<file path="config.mk">
export PLATFORM = sky130hd
export DESIGN_NAME = eacu_front
export DESIGN_NICKNAME = d
export VERILOG_FILES = /design/src/sv/eacu_pkg.sv /design/src/sv/eacu_front.sv
export SDC_FILE = /design/constraint.sdc
export NUM_CORES = 2
export LEC_CHECK = 0
export BUFFER_PORTS_ARGS = -buffer_cell sky130_fd_sc_hd__buf_2
export CAP_MARGIN = 0
export CORE_MARGIN = 4
export CORE_UTILIZATION = 50
export DETAILED_ROUTE_END_ITERATION = 8
export HOLD_SLACK_MARGIN = 0.12
export PLACE_DENSITY = 0.67
export SLEW_MARGIN = 20
export SYNTH_ARGS = -nofsm -noshare
export SYNTH_HDL_FRONTEND = slang
export SYNTH_SLANG_ARGS = --single-unit
</file>
<file path="constraint.sdc">
create_clock -name clk_i -period 12 [get_ports clk_i]
set_clock_uncertainty 0.05 [all_clocks]
set_input_delay 3 -clock clk_i [delete_from_list [all_inputs] [get_ports clk_i]]
set_output_delay 3 -clock clk_i [all_outputs]
set_load 0.005 [all_outputs]
</file>
<file path="src/sv/eacu_pkg.sv">
// Shared types, widths and constants of the edge-aware column upsampler.
// No dependencies; every other file refers to it by scoped names.
package eacu_pkg;

  localparam int COORD_W   = 24;
  localparam int INT_W     = 16;
  localparam int ROWS      = 32;
  localparam int MAX_SCALE = 8;
  localparam int ROW_W     = (ROWS > 1) ? $clog2(ROWS) : 1;
  localparam int SCL_W     = $clog2(MAX_SCALE + 1);
  localparam int THR_W     = 16;
  localparam int OROW_W    = 8;
  localparam int KIND_W    = 3;
  localparam int LANE_W    = COORD_W + 1;
  localparam int NLANE     = 4;
  localparam int PROD_W    = LANE_W + SCL_W;
  localparam int RCP_W     = 32;
  localparam int SUM_W     = 2 * COORD_W + 2;
  localparam int RNG_W     = COORD_W + 1;
  localparam int RB_W      = (ROW_W + SCL_W + 1 > OROW_W) ? ROW_W + SCL_W + 1 : OROW_W;
  localparam int CFG_IDX_W = 1;
  localparam int CFG_DAT_W = 16;

  localparam logic [CFG_IDX_W-1:0] REG_SCALE = 1'd0;
  localparam logic [CFG_IDX_W-1:0] REG_THR   = 1'd1;

  localparam logic [SCL_W-1:0] SCALE_RST = SCL_W'(3);
  localparam logic [THR_W-1:0] THR_RST   = THR_W'(500);

  localparam logic [KIND_W-1:0] KIND_ORIG   = 3'd0;
  localparam logic [KIND_W-1:0] KIND_INTERP = 3'd1;
  localparam logic [KIND_W-1:0] KIND_NEAR   = 3'd2;
  localparam logic [KIND_W-1:0] KIND_ZERO   = 3'd3;
  localparam logic [KIND_W-1:0] KIND_TAIL   = 3'd4;

  typedef struct packed {
    logic signed [COORD_W-1:0] x;
    logic signed [COORD_W-1:0] y;
    logic signed [COORD_W-1:0] z;
    logic [INT_W-1:0]          inten;
    logic                      inv;
    logic [RNG_W-1:0]          rng;
  } pt_t;

  typedef struct packed {
    logic signed [COORD_W-1:0] x;
    logic signed [COORD_W-1:0] y;
    logic signed [COORD_W-1:0] z;
    logic [INT_W-1:0]          inten;
    logic                      inv;
    logic [OROW_W-1:0]         row;
    logic [KIND_W-1:0]         kind;
    logic                      last;
  } res_t;

  typedef struct packed {
    logic push;
    logic pop;
  } fifo_ctl_t;

  typedef struct packed {
    logic full;
    logic empty;
  } fifo_sts_t;

  // floor(2^32 / s); the quotient estimate is at most one low
  function automatic logic [RCP_W-1:0] recip(input logic [SCL_W-1:0] s);
    logic [RCP_W-1:0] r;
    case (int'(s))
      2:       r = 32'd2147483648;
      3:       r = 32'd1431655765;
      4:       r = 32'd1073741824;
      5:       r = 32'd858993459;
      6:       r = 32'd715827882;
      7:       r = 32'd613566756;
      8:       r = 32'd536870912;
      9:       r = 32'd477218588;
      10:      r = 32'd429496729;
      11:      r = 32'd390451572;
      12:      r = 32'd357913941;
      13:      r = 32'd330382099;
      14:      r = 32'd306783378;
      15:      r = 32'd286331153;
      16:      r = 32'd268435456;
      default: r = '0;
    endcase
    return r;
  endfunction

  function automatic logic signed [LANE_W-1:0] lane(input pt_t p, input int k);
    logic signed [LANE_W-1:0] v;
    case (k)
      0:       v = LANE_W'(p.x);
      1:       v = LANE_W'(p.y);
      2:       v = LANE_W'(p.z);
      default: v = $signed({{(LANE_W-INT_W){1'b0}}, p.inten});
    endcase
    return v;
  endfunction

endpackage

</file>
<file path="src/sv/eacu_front.sv">
// Front end: takes one request, squares the coordinates on a shared multiplier
// and finds the range with a bit-serial square root. Depends on eacu_pkg.
module eacu_front (
  input  logic                            clk_i,
  input  logic                            rst_ni,
  input  logic                            in_valid_i,
  output logic                            in_stall_o,
  input  logic signed [eacu_pkg::COORD_W-1:0] x_i,
  input  logic signed [eacu_pkg::COORD_W-1:0] y_i,
  input  logic signed [eacu_pkg::COORD_W-1:0] z_i,
  input  logic [eacu_pkg::INT_W-1:0]      inten_i,
  input  logic                            inv_i,
  input  logic                            full_i,
  output logic                            push_o,
  output eacu_pkg::pt_t                   pt_o
);

  localparam logic [1:0] F_IDLE = 2'd0;
  localparam logic [1:0] F_SQ   = 2'd1;
  localparam logic [1:0] F_ROOT = 2'd2;
  localparam logic [1:0] F_PUSH = 2'd3;

  localparam int SW = eacu_pkg::SUM_W;

  logic [1:0] st_q, st_d;
  logic [1:0] ln_q, ln_d;
  eacu_pkg::pt_t pt_q, pt_d;
  logic [SW-1:0] rem_q, rem_d, res_q, res_d, bit_q, bit_d;

  logic signed [eacu_pkg::COORD_W-1:0] op;
  logic signed [2*eacu_pkg::COORD_W-1:0] sq;
  logic [SW-1:0] trial;

  always_comb begin
    case (ln_q)
      2'd0:    op = pt_q.x;
      2'd1:    op = pt_q.y;
      default: op = pt_q.z;
    endcase
    sq    = op * op;
    trial = res_q + bit_q;
  end

  always_comb begin
    st_d  = st_q;
    ln_d  = ln_q;
    pt_d  = pt_q;
    rem_d = rem_q;
    res_d = res_q;
    bit_d = bit_q;
    push_o = 1'b0;
    case (st_q)
      F_IDLE: begin
        if (in_valid_i) begin
          pt_d.x     = x_i;
          pt_d.y     = y_i;
          pt_d.z     = z_i;
          pt_d.inten = inten_i;
          pt_d.inv   = inv_i;
          ln_d  = 2'd0;
          rem_d = '0;
          st_d  = F_SQ;
        end
      end
      F_SQ: begin
        rem_d = rem_q + SW'($unsigned(sq));
        ln_d  = ln_q + 2'd1;
        if (ln_q == 2'd2) begin
          res_d = '0;
          bit_d = SW'(1) << (SW - 2);
          st_d  = F_ROOT;
        end
      end
      F_ROOT: begin
        if (rem_q >= trial) begin
          rem_d = rem_q - trial;
          res_d = (res_q >> 1) + bit_q;
        end else begin
          res_d = res_q >> 1;
        end
        bit_d = bit_q >> 2;
        if (bit_q[0]) begin
          pt_d.rng = res_d[eacu_pkg::RNG_W-1:0];
          st_d = F_PUSH;
        end
      end
      F_PUSH: begin
        if (!full_i) begin
          push_o = 1'b1;
          st_d   = F_IDLE;
        end
      end
      default: st_d = F_IDLE;
    endcase
  end

  always_ff @(posedge clk_i or negedge rst_ni) begin
    if (!rst_ni) begin
      st_q <= F_IDLE;
    end else begin
      st_q <= st_d;
    end
  end

  always_ff @(posedge clk_i) begin
    ln_q  <= ln_d;
    pt_q  <= pt_d;
    rem_q <= rem_d;
    res_q <= res_d;
    bit_q <= bit_d;
  end

  assign in_stall_o = (st_q != F_IDLE);
  assign pt_o       = pt_q;

endmodule

</file>
# Word level (Yosys, flattened, before mapping)
# Cells that the tools add are included.
[op_classes]
add_sub_neg = 5
n_mul = 1
order_cmp = 1
n_eq_ne = 10
n_mux = 18
n_reduce_logical = 12
[op_table]
columns = ["operator", "count"]
rows = [
  ["50-bit 2-to-1 mux", 5],
  ["50-bit case mux with 2 select lines", 2],
  ["50-bit case mux with 3 select lines", 1],
  ["49-bit by 50-bit adder with 50-bit output", 1],
  ["50-bit by 48-bit adder with 50-bit output", 1],
  ["50-bit adder", 1],
  ["50-bit >= comparator", 1],
  ["50-bit subtractor", 1],
  ["24-bit by 24-bit multiplier with 48-bit output", 1],
  ["24-bit case mux with 2 select lines", 1],
  ["2-bit 2-to-1 mux", 5],
  ["2-bit inequality test (second input constant)", 5],
  ["2-bit case mux with 4 select lines", 1],
  ["2-bit AND reduction", 4],
  ["2-bit equality test (second input constant)", 3],
  ["2-bit nonzero test", 3],
  ["2-bit by 1-bit equality test with 1-bit output (second input constant)", 2],
  ["2-bit logical NOT", 2],
  ["2-bit case mux with 2 select lines", 1],
  ["4-bit AND reduction", 1],
  ["3-bit AND reduction", 1],
  ["3-bit nonzero test", 1],
  ["2-bit by 1-bit adder with 2-bit output (second input constant)", 1],
  ["1-bit 2-to-1 mux", 2],
]
[word_totals]
register_bits = 268
in_bits = 93
word_cells = 58

# Depth between registers and ports, before layout
[depth]
ltp_word = 5
mapped_depth = 46
mapped_depth_nobuf = 42

# Least setup slack after synthesis
# No wires, ideal clock.
[synth_timing]
kind = "flip-flop to flip-flop"
from = "register ln_q[0]"
to = "register rem_q[48] (data pin)"
setup_time_ps = 274
t_arrival_ps = 9528
required_ps = 11676
slack_ps = 2149
stages_incl_launch_ff = 41
n_path_buf = 5
synth_period_minus_slack_ps = 9851
path_cell_list = "edfxtp_1 ha_1 clkbuf_1 nor2_1 clkbuf_1 a21o_1 clkbuf_1 buf_1 nand2_1 fa_1 fa_1 inv_1 fa_1 inv_1 fa_1 inv_1 fa_1 fa_1 (+5 left out) a21o_1 a21o_1 nand3_1 a21oi_1 o311ai_2 inv_1 nand2_1 a311oi_1 xor2_1 ha_1 clkbuf_1 nand4_1 or3_1 o21ba_2 o31a_1 a31oi_1 xnor2_1 o22ai_1"
[synth_between]
elab_chain_cells = 5
[synth_rtl]
columns = ["item", "line_no", "source"]
rows = [
  ["start: declaration", "eacu_front.sv:26", "logic [1:0] ln_q, ln_d;"],
  ["start signal: assignment", "eacu_front.sv:106", "ln_q <= ln_d;"],
  ["2-bit by 1-bit equality test with 1-bit output / 2-bit logical NOT (equally long branches)", "eacu_front.sv:35", "case (ln_q)"],
  ["24-bit case mux with 2 select lines (*)", "eacu_front.sv:35", ""],
  ["24-bit by 24-bit multiplier with 48-bit output (*)", "eacu_front.sv:40", "sq = op * op;"],
  ["50-bit by 48-bit adder with 50-bit output (*)", "eacu_front.sv:66", "rem_d = rem_q + SW'($unsigned(sq));"],
  ["50-bit case mux with 3 select lines (*)", "eacu_front.sv:52", "case (st_q)"],
  ["via rem_d[48]", "eacu_front.sv:28", "logic [SW-1:0] rem_q, rem_d, res_q, res_d, bit_q, bit_d;"],
  ["end signal: assignment", "eacu_front.sv:108", "rem_q <= rem_d;"],
  ["end: declaration", "eacu_front.sv:28", ""],
]
# Mark *: on every way through the listed nets, which the timed path passes. The rest lies on a longest branch.
# A chain may end at the register's enable or synchronous reset.

# Worst setup path in the final report
[layout_timing]
from = "register ln_q[0]"
to = "register rem_q[46] (data pin)"
# The elaborated chain is that of the path after synthesis.

==> impl_metrics.toml <==
[status]
status = "finished, final reports clean"

[clocking]
cts.sinks = 243
path_clk_slew_ns = 0.06
post_cts_resized = 0
post-cts-setup-buffer-count = 0
cts_max_level = 1
cts_buffers = 31
holdBufCountCts = 0
cts-root-buf = "clkbuf_16"
clk_latency_ns = 0.61
clock_path_buffers = 3
cts_tree = "yes"

[drt]
drtIter0Drc = 1802
ant_nets = 0
drtPass1Iterations = 5
vias = 28260
routedWlPerCell_um = 20.06
postRouteWirelength_um = 101100
drc_errors = 0
viasPerCell = 5.607

[yosys]
syn_area_um2 = 36920
syn_area_per_cell_um2 = 9.505
synth-seq-cells = 243
ys_seq_area_share_pct = 19.74
yosysUniqueCellTypes = 87
synth_ff_type = "edfxtp_1"
synth_edf_count = 241
async_reset_ff_share_pct = 0.8230
yosysWarnings = 0
synth_cells = 3884
syn_nets = 4836

[global_routing]
grt_overflow = 0
antenna_found_initial = 2
grt_pass1_wl_um = 163000
grt.total_usage_pct = 26.31
grt_max_degree = 81
grt_pass1_vias = 29880

[floorplan]
std_cell_rows = 99
dieWidth_um = 279.7
ioPinCount = 209
start_util_pct = 50.51
die_y_um = 279.7
coreArea_um2 = 73080
dieArea_um2 = 78240

[timing]
finalCriticalPeriod_ns = 11.03
tightest_slew_ns = 1.028
setup_viol = 0
maxSlewHeadroom_pct = 31.43
finalSetupTns_ns = 0
hold_viol = 0
period_share_pct = 91.93
maxSlewViolCount = 0
fmax_ghz = 0.09064
grt_setup_unrepaired = "no"

[setup_path]
cp-end-kind = "flip-flop"
cp.arrival_ns = 11.30
critical_path.max_fanout = 14
cp-start-kind = "flip-flop"
reg2reg_slack_ns = 0.97
required_ns = 12.27
slowest_stage = "fa_1"
critPathMostFrequentCell = "fa_1"
cpPeakStageDelay_ns = 0.59
critPathKind = "reg -> reg"

[placed_design]
port_buffers = 208
gp_congestion = 0.9324
place_hpwl_um = 83970

[finish]
syn_to_final_growth_pct = 8.792
drive_above_1_share_pct = 9.488
finalNetCount = 5007
utilization_pct = 54.95

[flow_run]
cap_violations = 0

[min_path]
hp-class = "reg -> reg"
==> cell type report <==
type / instances / area [µm²]
clock inverter: 21 / 232.7
sequential: 243 / 7287
tap: 959 / 1200
clock buffer: 36 / 794.5
timing repair buffer: 268 / 1491
fill: 6646 / 32920
multi-input combinational: 2791 / 26450
inverter: 720 / 2703
antenna: 1 / 2.502
==> worst paths after layout <==
check                                from  depth (start not counted)        end
worst max-delay path              ln_q[0]                         40  rem_q[46]
worst min-delay path            bit_q[18]                          1  bit_q[16]
min in group asynchronous          rst_ni                          1    st_q[1]
worst min register to register  bit_q[18]                          1  bit_q[16]
worst max register to register    ln_q[0]                         40  rem_q[46]
max in group asynchronous          rst_ni                          1    st_q[0]
==> cells by family (layout without fill, tap and decap cells) <==
| kind of cell | count (synthesis) | in the layout | share of synthesized area [%] |
|---|---|---|---|
| AOI/OAI and AO/OA | 774 | 774 | 14.10 |
| xor gates and xnor gates | 231 | 231 | 5.480 |
| adders and majority gates | 859 | 859 | 40.36 |
| buffers and inverters | 850 | 1045 | 8.741 |
| DFF | 243 | 243 | 19.74 |
| muxes | 15 | 15 | 0.4237 |
| other | 0 | 1 | 0 |
| and+or+nand+nor | 912 | 912 | 11.16 |
==> critical path, delay by kind of cell, from the launching register on <==
family                   cells  cell delay, ns
buffers and inverters        8            1.17
flip-flops                   1            0.42
adder cells (fa/ha/maj)     10            4.73
AO/OA/AOI/OAI               15            3.23
XOR/XNOR                     2            0.32
AND/OR/NAND/NOR              5            0.81
==> cells in the final DEF, fill, tap and decap left out, drive strengths merged, types with 12 or more instances in the layout <==
| cell type | instances |
|---|---|
| nand2 | 352 |
| nand3 | 36 |
| nor3 | 32 |
| a21o | 125 |
| nand4 | 40 |
| and3 | 20 |
| a22o | 27 |
| o21bai | 39 |
| o31ai | 12 |
| nor2b | 46 |
| nand2b | 21 |
| o21a | 19 |
| inv | 719 |
| a211oi | 46 |
| clkinv | 16 |
| a22oi | 19 |
| o22ai | 24 |
| a31o | 23 |
| xnor2 | 133 |
| and2 | 51 |
| fa | 553 |
| buf | 268 |
| a31oi | 40 |
| xor2 | 98 |
| nor2 | 273 |
| ha | 306 |
| edfxtp | 241 |
| a21oi | 200 |
| o21ai | 125 |
| clkbuf | 36 |
==> per-stage QoR <==
step	cells	cell area, µm²	hold WS, ns	setup slack (ns)
3_5_place_dp	4981	39130	0.5317	1.078
3_3_place_gp	4981	39130	0.5346	1.199
6_report	5039	40160	0.5456	0.9679
4_1_cts	5038	40160	0.5309	1.051
2_1_floorplan	3884	36920	0.5077	2.149
5_1_grt	5039	40160	0.5690	0.2099
==> cells in the mapped netlist (all sizes together) (40+ instances only) <==
| cell | n | share of area (%) |
|---|---|---|
| inv | 716 | 7.3 |
| nand4 | 40 | 0.69 |
| a211oi | 46 | 1.1 |
| edfxtp | 241 | 20 |
| ha | 306 | 10 |
| a31oi | 40 | 0.69 |
| nor2 | 273 | 2.8 |
| o21ai | 125 | 1.7 |
| xnor2 | 133 | 3.2 |
| nand2 | 352 | 3.6 |
| xor2 | 98 | 2.3 |
| and2 | 51 | 0.86 |
| fa | 553 | 30 |
| clkbuf | 102 | 1.0 |
| nor2b | 46 | 0.78 |
| a21o | 125 | 2.5 |
| a21oi | 200 | 2.8 |
==> per-layer routing <==
layer / track usage (%) / vias up / share of wire (%)
li1: - / 13140 / -
met1: 34.75 / 14020 / 42
met2: 44.94 / 903 / 48
met3: 3.775 / 193 / 6.2
met4: 8.655 / 0 / 3.9
met5: 0 / - / 0
==> sequential cells by signal, indices dropped and copies added (netlist names) <==
name,cells
st_q,2
pt_o,114
ln_q,2
rem_q,50
res_q,50
bit_q,25
Power is not shown: default switching activity piles up to over one toggle a cycle in this logic, so the estimate is an artifact.
