$ cat src/sv/eacu_pkg.sv
// Shared types, widths and constants of the edge-aware column upsampler.
// No dependencies; every other file refers to it by scoped names.
package eacu_pkg;

  localparam int COORD_W   = 24;
  localparam int INT_W     = 16;
  localparam int ROWS      = 32;
  localparam int MAX_SCALE = 8;
  localparam int ROW_W     = (ROWS > 1) ? $clog2(ROWS) : 1;
  localparam int SCL_W     = $clog2(MAX_SCALE + 1);
  localparam int THR_W     = 16;
  localparam int OROW_W    = 8;
  localparam int KIND_W    = 3;
  localparam int LANE_W    = COORD_W + 1;
  localparam int NLANE     = 4;
  localparam int PROD_W    = LANE_W + SCL_W;
  localparam int RCP_W     = 32;
  localparam int SUM_W     = 2 * COORD_W + 2;
  localparam int RNG_W     = COORD_W + 1;
  localparam int RB_W      = (ROW_W + SCL_W + 1 > OROW_W) ? ROW_W + SCL_W + 1 : OROW_W;
  localparam int CFG_IDX_W = 1;
  localparam int CFG_DAT_W = 16;

  localparam logic [CFG_IDX_W-1:0] REG_SCALE = 1'd0;
  localparam logic [CFG_IDX_W-1:0] REG_THR   = 1'd1;

  localparam logic [SCL_W-1:0] SCALE_RST = SCL_W'(3);
  localparam logic [THR_W-1:0] THR_RST   = THR_W'(500);

  localparam logic [KIND_W-1:0] KIND_ORIG   = 3'd0;
  localparam logic [KIND_W-1:0] KIND_INTERP = 3'd1;
  localparam logic [KIND_W-1:0] KIND_NEAR   = 3'd2;
  localparam logic [KIND_W-1:0] KIND_ZERO   = 3'd3;
  localparam logic [KIND_W-1:0] KIND_TAIL   = 3'd4;

  typedef struct packed {
    logic signed [COORD_W-1:0] x;
    logic signed [COORD_W-1:0] y;
    logic signed [COORD_W-1:0] z;
    logic [INT_W-1:0]          inten;
    logic                      inv;
    logic [RNG_W-1:0]          rng;
  } pt_t;

  typedef struct packed {
    logic signed [COORD_W-1:0] x;
    logic signed [COORD_W-1:0] y;
    logic signed [COORD_W-1:0] z;
    logic [INT_W-1:0]          inten;
    logic                      inv;
    logic [OROW_W-1:0]         row;
    logic [KIND_W-1:0]         kind;
    logic                      last;
  } res_t;

  typedef struct packed {
    logic push;
    logic pop;
  } fifo_ctl_t;

  typedef struct packed {
    logic full;
    logic empty;
  } fifo_sts_t;

  // floor(2^32 / s); the quotient estimate is at most one low
  function automatic logic [RCP_W-1:0] recip(input logic [SCL_W-1:0] s);
    logic [RCP_W-1:0] r;
    case (int'(s))
      2:       r = 32'd2147483648;
      3:       r = 32'd1431655765;
      4:       r = 32'd1073741824;
      5:       r = 32'd858993459;
      6:       r = 32'd715827882;
      7:       r = 32'd613566756;
      8:       r = 32'd536870912;
      9:       r = 32'd477218588;
      10:      r = 32'd429496729;
      11:      r = 32'd390451572;
      12:      r = 32'd357913941;
      13:      r = 32'd330382099;
      14:      r = 32'd306783378;
      15:      r = 32'd286331153;
      16:      r = 32'd268435456;
      default: r = '0;
    endcase
    return r;
  endfunction

  function automatic logic signed [LANE_W-1:0] lane(input pt_t p, input int k);
    logic signed [LANE_W-1:0] v;
    case (k)
      0:       v = LANE_W'(p.x);
      1:       v = LANE_W'(p.y);
      2:       v = LANE_W'(p.z);
      default: v = $signed({{(LANE_W-INT_W){1'b0}}, p.inten});
    endcase
    return v;
  endfunction

endpackage

$ cat src/sv/eacu_fifo.sv
// Two-entry queue that decouples the range front end from the row sequencer.
// Depends on eacu_pkg.
module eacu_fifo (
  input  logic                clk_i,
  input  logic                rst_ni,
  input  eacu_pkg::fifo_ctl_t ctl_i,
  input  eacu_pkg::pt_t       wdata_i,
  output eacu_pkg::pt_t       rdata_o,
  output eacu_pkg::fifo_sts_t sts_o
);

  eacu_pkg::pt_t mem_q [2];
  logic wp_q, rp_q;
  logic [1:0] cnt_q, cnt_d;

  always_comb begin
    cnt_d = cnt_q;
    if (ctl_i.push && !ctl_i.pop) cnt_d = cnt_q + 2'd1;
    if (!ctl_i.push && ctl_i.pop) cnt_d = cnt_q - 2'd1;
  end

  always_ff @(posedge clk_i or negedge rst_ni) begin
    if (!rst_ni) begin
      wp_q  <= 1'b0;
      rp_q  <= 1'b0;
      cnt_q <= 2'd0;
    end else begin
      cnt_q <= cnt_d;
      if (ctl_i.push) wp_q <= ~wp_q;
      if (ctl_i.pop)  rp_q <= ~rp_q;
    end
  end

  always_ff @(posedge clk_i) begin
    if (ctl_i.push) mem_q[wp_q] <= wdata_i;
  end

  assign rdata_o     = mem_q[rp_q];
  assign sts_o.full  = (cnt_q == 2'd2);
  assign sts_o.empty = (cnt_q == 2'd0);

endmodule

$ cat config.mk
export PLATFORM = sky130hd
export DESIGN_NAME = eacu_fifo
export DESIGN_NICKNAME = d
export VERILOG_FILES = /design/src/sv/eacu_pkg.sv /design/src/sv/eacu_fifo.sv
export SDC_FILE = /design/constraint.sdc
export NUM_CORES = 1
export LEC_CHECK = 0
export ABC_AREA = 1
export BUFFER_PORTS_ARGS = -buffer_cell sky130_fd_sc_hd__buf_2
export CORE_UTILIZATION = 34
export DETAILED_ROUTE_END_ITERATION = 16
export GPL_TIMING_DRIVEN = 1
export PLACE_DENSITY_LB_ADDON = 0.25
export SYNTH_ARGS = -nofsm -noshare
export SYNTH_HDL_FRONTEND = slang
export SYNTH_SLANG_ARGS = --single-unit
export TNS_END_PERCENT = 30
$ cat constraint.sdc
create_clock -name clk_i -period 9.2 [get_ports clk_i]
set_input_delay 0.92 -clock clk_i [delete_from_list [all_inputs] [get_ports clk_i]]
set_output_delay 0.92 -clock clk_i [all_outputs]
set_load 0.02 [all_outputs]
After elaboration in Yosys (flattened, before gate mapping)

Memories as Yosys holds them, arrays and structs flattened.
Index checks and enable logic that the tools add are counted.

Shift-type cells: 0
Reduce and logical (&&, ||, !) cells: 6
Multipliers: 0
$lt $le $gt $ge: 0
Add/sub/neg operators: 2
Mux-type cells: 4
Divide/modulo/power cells: 0
Equality and inequality tests: 1
Bitwise gates (word level): 2

Operator list:

| kind                  | count |
|---|---|
| $mux W2               | 2 |
| $add A2 B1 Y2 const B | 1 |
| $eq A2 B2 Y1 const B  | 1 |
| $logic_and A1 B1 Y1   | 2 |
| $logic_not A1 Y1      | 2 |
| $logic_not A2 Y1      | 1 |
| $mux W1               | 2 |
| $not A1 Y1            | 2 |
| $reduce_bool A2 Y1    | 1 |
| $sub A2 B1 Y2 const B | 1 |

Word-level logic and storage cells: 19
Memory bits (read-only): 0
RAM bits: 228
Output and inout port bits: 116
Memories: 1
Latch bits: 0
Register bits: 4
Input bits: 118

Memories:

| name  | words | bits a word | read ports | clocked after Yosys merged registers in | write ports | RTL line        | RTL |
|---|---|---|---|---|---|---|---|
| mem_q | 2     | 114         | 1          | 0                                       | 1           | eacu_fifo.sv:12 | `eacu_pkg::pt_t mem_q [2];` |

Depth between registers and ports, before layout

Gate-level depths: netlist (run 1).

Depth after elaboration: 4
Mapped depth: 7
Mapped depth without buffers: 7

Worst setup path before layout (run 1)

Ideal clock, no wire load.

Path type: input to register
Start point: in ctl_i[1] (netlist bit)
End point: mem mem_q[0][0] (netlist bit) (enable)
Stages on the path: 2
Arrival time: 5.754 ns
Library setup time: 0.591 ns
Buffers on the path: 0
Data required time: 8.609 ns
Path slack: 2.854 ns
Cell sequence: inv_1 > nor2_1

Cells in the longest elaborated chain, start to end: 2

RTL lines:

| element                       | RTL line        | RTL |
|---|---|---|
| from (decl)                   | eacu_fifo.sv:6  | `input eacu_pkg::fifo_ctl_t ctl_i,` |
| $mux W1                       | eacu_fifo.sv:35 | `if (ctl_i.push) mem_q[wp_q] <= wdata_i;` |
| $mux W1 (not written as such) | eacu_fifo.sv:35 |  |
| to (decl)                     | eacu_fifo.sv:12 |  |

Every way passes these cells.

==> results of run 1 <==
[logic make-up (layout without fill, tap and decap cells)]
kind of cell	Yosys count	after routing
and+or+nand+nor	124	124
adders and majority gates	1	1
AOI/OAI and AO/OA	114	114
buffers and inverters	145	399
other	0	1
xor gates and xnor gates	3	3
DFF	232	232
[sequential cells by signal, indices dropped and copies added, names as in the netlist]
name and count:
cnt_q 2, wp_q 1, rp_q 1, mem_q 228
[synthesized netlist by cell type (all sizes together)]
| cell type | count |
|---|---|
| o21ai | 114 |
| nand4 | 1 |
| buf | 24 |
| nand2 | 119 |
| nor2 | 3 |
| clkbuf | 1 |
| inv | 120 |
| xor2 | 2 |
| dfrtp | 4 |
| edfxtp | 228 |
| xnor2 | 1 |
| nand3 | 1 |
| ha | 1 |
[final cells by class]
cell class	count	area, µm²
fill	2335	13800
tap	324	405
clock buffer	32	652
sequential	232	6950
timing repair buffer	237	1200
multi-input combinational	242	1090
antenna	1	2.50
inverter	120	453
clock inverter	10	67.6
[metrics by stage]
| stage | setup WS [ps] | hold slack [ps] | power, mW |
|---|---|---|---|
| 3_3_place_gp | 5580 | 487 | 2.60 |
| 3_5_place_dp | 5530 | 489 | 2.62 |
| 5_1_grt | 4780 | 189 | 3.66 |
| 6_report | 5180 | 212 | 3.45 |
| 2_1_floorplan | 2850 | 461 | 2.24 |
| 4_1_cts | 5000 | 191 | 3.52 |
[critical path: stages (launching register included)]
cell and delay [ps]:
dfrtp_4 1030, buf_4 920, o21ai_0 380, buf_2 260
[path summary, 6_finish.rpt]
kind / endpoint / slack, ps / cells after the start
min: cnt_q[1] / 210 / 1
max in group asynchronous: rp_q / 8850 / 1
max reg2reg: mem_q[1][4] / 6900 / 3
max: rdata_o[69] / 5180 / 3
min in group clk_i: cnt_q[1] / 500 / 2
min reg2reg: cnt_q[1] / 500 / 2
[layer usage]
layer,up-vias,wire length (µm),global-route usage
li1,2566,-,-
met3,32,1620,0.0496
met2,164,7250,0.195
met5,-,0,0
met1,2291,6990,0.156
met4,0,378,0.0364
[power by group through the flow]
| stage | clock network, mW | registers [mW] | logic, mW |
|---|---|---|---|
| after floorplan | 0 | 1.49 | 0.749 |
| after global placement | 0 | 1.53 | 1.07 |
| after detailed placement | 0 | 1.54 | 1.08 |
| after CTS | 0.919 | 1.51 | 1.08 |
| after global routing | 0.955 | 1.54 | 1.17 |
| final | 0.884 | 1.51 | 1.06 |
==> run_results.csv, run 1 <==
group,metric,value,unit
drt,vias_per_cell,4.22,
yosys,syn_inst,619,
drt,remaining_drc_errors,0,
power,max-vdd-ir-drop,197,µV
yosys,synth_cell_types,14,
power,power_leakage,4.58,nW
cts,cts_root_buf,"clkbuf_16",
power,power_frac_seq,0.437,
yosys,syn_nets,738,
final_layout,fin_area,10800,µm²
drt,ant_nets,0,
sta,rsz0062_at_grt,"false",
final_layout,area_growth,25.6,%
cts,cts_sinks,232,
yosys,ys_warn_count,0,
placement,port_buffers,233,
cts,postCtsSetupBuffers,0,
yosys,synthXorXnorAreaFrac,0.00305,
critical_path,cp_max_fo,125,
die,initial_core_util,0.350,
die,die_h,161,µm
power,combPwrFrac,0.306,
placement,placed_cell_area,10100,µm²
yosys,synth.area.mux_share,0,
critical_path,worstPathRequired,8280,ps
yosys,synth_top_area_frac,0.795,
yosys,syn_area_per_cell,13.9,µm²
sta,setup_viol,0,
critical_path,startpoint,"rp_q",
yosys,ys_seq_elements,232,
power,intPower,2.23,mW
final_layout,nNetsFinal,977,
cts,cts_resized,0,
sta,clock.fmax,248,MHz
sta,slew_viol_final,0,
grt,grt_use_total,0.124,
sta,skew,9.37,ps
cts,cts_made_buffers,25,
yosys,synthTopCellsByArea,"edfxtp_1, o21ai_0, inv_1",
die,num_io_pins,234,
yosys,synthAdderAreaFrac,0.00145,
drt,via_count,5053,
sta,worst_slew_margin_rel,0.317,
drt,wl_per_cell,13.6,µm
cts,clock_path_buffers,3,
final_layout,final_cell_mix,"buf_2, edfxtp_1, inv_1, nand2_1, o21ai_0",
yosys,synth_top_family_by_area,"buffers and inverters",
final_layout,utilization,0.439,
drt,wirelength,16200,µm
die,rows,57,
run_status,status,"finished, final reports clean",
drt,drt_iter0_markers,254,
die,dieArea,26000,µm²
cts,cts_tree,"done",
sta,tightestPinTransition,1030,ps
yosys,synth-compound-area-share,0.0663,
hold_path,hold_path.class,"primary input to asynchronous set/reset pin",
cts,clk-insertion-delay-late,500,ps
critical_path,arrival,3100,ps
critical_path,critPathLaunchType,"register",
power,switching_share,0.355,
grt,grt_max_degree,126,
drt,drt_pass1_iterations,4,
yosys,synthSimpleGateAreaFrac,0.0545,
grt,antenna_found_initial,1,
placement,place_inst,1155,
critical_path,worstReg2RegStart,"wp_q",
die,fp.coreArea,24600,µm²
grt,grt_pass1_wl,25000,µm
final_layout,final_common_cell,"buf_2",
sta,hold_viol_final,0,
power,power.share.clock,0.256,
sta,fin_crit_sh,0.437,
placement,gp_congestion,0.717,
critical_path,cp-end-kind,"output port",
final_layout,drive_gt1_frac,0.308,
yosys,syn_area,8610,µm²
final_layout,final_cells,1198,
power,p_per_area,319,nW/µm²
cts,hold_buffers,0,
placement,dp_hpwl,10300,µm
flow_run,maxCapViolations,0,
grt,grt_pass1_vias,4740,
cts,path_clk_slew,50,ps
sta,layout_min_cycle_time,4020,ps
sta,tns,0,ps
yosys,ys_seq_area_frac,0.807,
cts,h-tree-depth,1,
critical_path,crit_type,"register to output port",
die,die_width,161,µm
power,netSwitchingPower,1.22,mW
yosys,synth_top_area_cell,"edfxtp_1",
grt,grt_overflow,0,
Note: power is estimated with default switching activity, not from simulation.
==> run 2: changes to the inputs <==
Clock period 9.2 ns to 3.9 ns, I/O delays scaled along.
==> run 2 against run 1 <==
Effect of this change: power increased by 150%; global-route usage up 0.15 points; register-to-register slack lost 4700 ps; count of clock-buffer cells in the layout is 4 lower; final area rose by 1.8%; combinational power increased by 150%.
==> run_results.csv, run 2 (same netlist as run 1, synthesis figures left out) <==
group,metric,value,unit
run_status,status,"finished, final reports clean",
drt,ant_nets,0,
drt,wl_per_cell,13.9,µm
final_layout,final_common_cell,"buf_2",
hold_path,hold_path.class,"primary input to register",
critical_path,cp-end-kind,"output port",
sta,clock.fmax,379,MHz
power,power_leakage,4.66,nW
power,max-vdd-ir-drop,576,µV
die,dieArea,26000,µm²
critical_path,worstPathRequired,3510,ps
grt,antenna_found_initial,1,
drt,vias_per_cell,4.22,
cts,cts_resized,0,
final_layout,nNetsFinal,978,
final_layout,drive_gt1_frac,0.312,
power,p_per_area,776,nW/µm²
grt,grt_use_total,0.125,
cts,postCtsSetupBuffers,0,
sta,hold_viol_final,0,
die,num_io_pins,234,
critical_path,critPathLaunchType,"register",
grt,grt_pass1_wl,25500,µm
sta,skew,10.8,ps
die,rows,57,
cts,path_clk_slew,60,ps
final_layout,final_cell_mix,"buf_2, edfxtp_1, inv_1, nand2_1, o21ai_0",
cts,cts_tree,"done",
cts,h-tree-depth,1,
final_layout,reg_top3,"mem_q (228), cnt_q (2)",
sta,layout_min_cycle_time,2640,ps
die,initial_core_util,0.350,
die,die_width,161,µm
critical_path,crit_type,"register to output port",
power,total_power,8.54,mW
critical_path,slowest_delay,650,ps
final_layout,area_growth,27.8,%
drt,wirelength,16700,µm
die,fp.coreArea,24600,µm²
final_layout,final_cells,1202,
critical_path,arrival,2250,ps
final_layout,largest_register_ffs,228,
critical_path,crit_path_top_delay_cell,"dfrtp_4",
drt,drt_pass1_iterations,4,
sta,setup_viol,0,
cts,cts_root_buf,"clkbuf_16",
placement,gp_congestion,0.722,
cts,cts_made_buffers,25,
cts,hold_buffers,1,
drt,remaining_drc_errors,0,
sta,tightestPinTransition,714,ps
placement,place_inst,1155,
drt,via_count,5077,
critical_path,cp_cell_sequence,"buf_12 > o21ai_0 > buf_2",
drt,drt_iter0_markers,247,
sta,slew_viol_final,0,
grt,grt_max_degree,195,
placement,dp_hpwl,10400,µm
critical_path,cp_max_fo,194,
grt,grt_pass1_vias,4814,
cts,clk-insertion-delay-late,510,ps
sta,rsz0062_at_grt,"false",
die,die_h,161,µm
grt,grt_overflow,0,
placement,port_buffers,233,
final_layout,regMostFlops,"mem_q",
flow_run,maxCapViolations,0,
sta,fin_crit_sh,0.676,
sta,tns,0,ps
cts,cts_sinks,232,
sta,worst_slew_margin_rel,0.524,
cts,clock_path_buffers,3,
==> run 2: cell types whose count changed in the layout (fill, tap and decap cells not counted), sizes merged <==
cell,delta
dlygate4sd3,+1
clkinv,+1
bufinv,+5
clkbuf,-4
clkinvlp,+1
==> run 2: report_power, final <==
| group | internal [mW] | total [mW] | switching (mW) |
|---|---|---|---|
| Combinational | 0.729 | 2.61 | 1.89 |
| Sequential | 3.31 | 3.47 | 0.156 |
| Clock | 1.56 | 2.46 | 0.896 |
==> run 2: final cells by class <==
| type | instances | area, µm² |
|---|---|---|
| Antenna cell | 1 | 2.50 |
| Clock buffer | 28 | 637 |
| Clock inverter | 17 | 228 |
| Fill cell | 2256 | 13600 |
| Inverter | 120 | 453 |
| Multi-Input combinational cell | 242 | 1090 |
| Sequential cell | 232 | 6950 |
| Tap cell | 324 | 405 |
| Timing Repair Buffer | 238 | 1240 |
==> run 2: layer usage <==
layer  global-route usage  part of all wire
met1                0.159              0.44
met2                0.204              0.46
met3               0.0419             0.088
met4               0.0352             0.016
met5                    0           0.00078
==> run 2: per-stage QoR <==
stage / setup WS [ps] / hold WS (ps) / util / cell area [µm²]
5_1_grt: 1060 / 36.3 / 0.447 / 11000
3_5_place_dp: 1740 / 202 / 0.412 / 10100
2_1_floorplan: 73.1 / 94.4 / - / 8610
6_report: 1260 / 70.2 / 0.447 / 11000
4_1_cts: 1200 / 36.9 / 0.447 / 11000
3_3_place_gp: 1760 / 206 / 0.412 / 10100
==> run 2: worst paths after layout <==
kind | endpoint | depth (start not counted) | start | slack [ps]
min in group asynchronous | cnt_q[0] | 2 | rst_ni | 210
max in group asynchronous | rp_q | 2 | rst_ni | 3550
worst max register to register | mem_q[1][81] | 3 | wp_q | 2190
worst min register to register | cnt_q[1] | 2 | cnt_q[1] | 500
worst min-delay path | mem_q[0][56] | 1 | wdata_i[56] | 70
worst max-delay path | rdata_o[87] | 3 | rp_q | 1260
==> run 2: worst max-delay path: cells and delay by family, from the launching register on <==
kind | cells | cell delay (ps)
AOI/OAI and AO/OA | 1 | 250
buffers and inverters | 2 | 770
DFF | 1 | 650
==> run 3: changes to the inputs <==
Clock period 3.9 ns to 2.8 ns, I/O delays scaled along.
==> run 3 against run 2 <==
Effect of this change: flip-flop and latch count did not move; register-to-register slack lost 920 ps; routed wire length up 2.2%; die area stayed put; via count increased by 9.8%; count of clock-buffer cells in the layout grew 1; critical path type unchanged; critical endpoint is now rdata_o[77]; largest cell class unchanged; largest power group unchanged.
==> run_results.csv, run 3 (same netlist as run 1, synthesis figures left out) <==
group,metric,value,unit
grt,grt_pass1_wl,27000,µm
placement,place_ws,912,ps
placement,placed_cell_area,10200,µm²
final_layout,drive_gt1_frac,0.280,
grt,grt_overflow,0,
grt,grt_pass1_vias,5593,
final_layout,reg_top3,"mem_q (228), cnt_q (2)",
final_layout,fin_area,12200,µm²
final_layout,largest_register_ffs,228,
die,die_width,161,µm
sta,setup_viol,0,
cts,cts_tree,"done",
cts,cts_made_buffers,25,
sta,clock.fmax,425,MHz
sta,hold_viol_final,0,
drt,drt_iter0_markers,261,
critical_path,worstPathRequired,2520,ps
critical_path,arrival,2070,ps
sta,setup_slack,448,ps
flow_run,maxCapViolations,0,
sta,holdWs,103,ps
critical_path,cp-end-kind,"output port",
power,power_leakage,5.17,nW
critical_path,crit_path_top_delay_cell,"dfrtp_4",
cts,cts_resized,0,
drt,wirelength,17100,µm
critical_path,cp_max_fo,77,
die,initial_core_util,0.350,
cts,clk-insertion-delay-late,510,ps
run_status,status,"finished, final reports clean",
cts,cts_sinks,232,
power,max-vdd-ir-drop,893,µV
die,die_h,161,µm
die,rows,57,
final_layout,seqCellArea,6950,µm²
sta,slew_viol_final,0,
drt,drt_pass1_iterations,4,
die,num_io_pins,234,
hold_path,hold_path.class,"primary input to asynchronous set/reset pin",
final_layout,final_common_cell,"buf_2",
placement,place_inst,1158,
sta,worst_slew_margin_rel,0.552,
final_layout,final_cells,1321,
sta,tightestPinTransition,672,ps
cts,cts_root_buf,"clkbuf_16",
sta,skew,4.78,ps
drt,via_count,5576,
die,fp.coreArea,24600,µm²
drt,remaining_drc_errors,0,
drt,vias_per_cell,4.22,
power,p_per_area,987,nW/µm²
final_layout,area_growth,41.5,%
critical_path,slowest_delay,660,ps
critical_path,crit_buf_inv,3,
critical_path,critPathLaunchType,"register",
final_layout,nNetsFinal,1097,
critical_path,crit_type,"register to output port",
grt,antenna_found_initial,0,
final_layout,regMostFlops,"mem_q",
final_layout,final_cell_mix,"buf_2, edfxtp_1, inv_1, nand2_1, dlygate4sd3_1",
power,total_power,12.0,mW
grt,grt_use_total,0.130,
critical_path,cp_cell_sequence,"buf_12 > buf_4 > nand2_1 > o21ai_0 > buf_2",
sta,rsz0062_at_grt,"false",
cts,clock_path_buffers,3,
drt,wl_per_cell,12.9,µm
final_layout,multi_input_area,1090,µm²
placement,gp_congestion,0.704,
final_layout,antenna_cells,0,
final_layout,n_fill_cell,2184,
grt,grt_max_degree,110,
cts,postCtsSetupBuffers,0,
final_layout,utilization,0.495,
placement,dp_hpwl,10200,µm
die,dieArea,26000,µm²
sta,layout_min_cycle_time,2350,ps
drt,ant_nets,0,
sta,tns,0,ps
critical_path,crit_family,"buffers and inverters",
placement,port_buffers,233,
cts,h-tree-depth,1,
sta,fin_crit_sh,0.840,
cts,path_clk_slew,60,ps
==> run 3: cell count changes in the layout (fill, tap and decap cells not counted), moves of 2 or more <==
| cell | before | now |
|---|---|---|
| clkinv_2 | 2 | 4 |
| clkinv_1 | 8 | 6 |
| buf_4 | 1 | 3 |
| dlygate4sd3_1 | 1 | 117 |
==> run 3: layout make-up <==
class	count	area share
repair buffers	357	0.200
multi-input cells	242	0.0891
well taps	324	0.0333
clock inverters	17	0.0173
flip-flops and latches	232	0.570
clock buffers	29	0.0526
inverters	120	0.0372
==> run 3: repair_timing <==
action	in CTS	in global routing
hold buffers	117	0
setup endpoints to repair	0	0
endpoints found under the hold margin	234	0
==> run 3: per-layer routing <==
metal / up-vias / global-route usage / part of all wire
met5: - / 0 / 0
met4: 0 / 0.0429 / 0.029
met3: 34 / 0.0311 / 0.056
met2: 151 / 0.239 / 0.51
met1: 2583 / 0.148 / 0.40
li1: 2808 / - / -
==> run 3: worst register-to-register path: stages (launching register included) <==
cell,delay [ps]
dfrtp_1,410
nand2_1,110
inv_4,90
buf_4,510
==> run 3: report_power, final <==
group	total, mW	switching, mW	internal (mW)
Clock	3.37	1.27	2.09
Combinational	3.82	2.66	1.16
Sequential	4.83	0.220	4.61
==> run 3: path summary, 6_finish.rpt <==
check,cells past startpoint,from,slack (ps),endpoint
max,5,rp_q,450,rdata_o[77]
min,2,rst_ni,100,cnt_q[1]
max reg2reg,3,wp_q,1270,mem_q[1][66]
min reg2reg,2,cnt_q[1],500,cnt_q[1]
max in group asynchronous,2,rst_ni,2560,rp_q
min in group clk_i,2,wdata_i[33],490,mem_q[1][33]
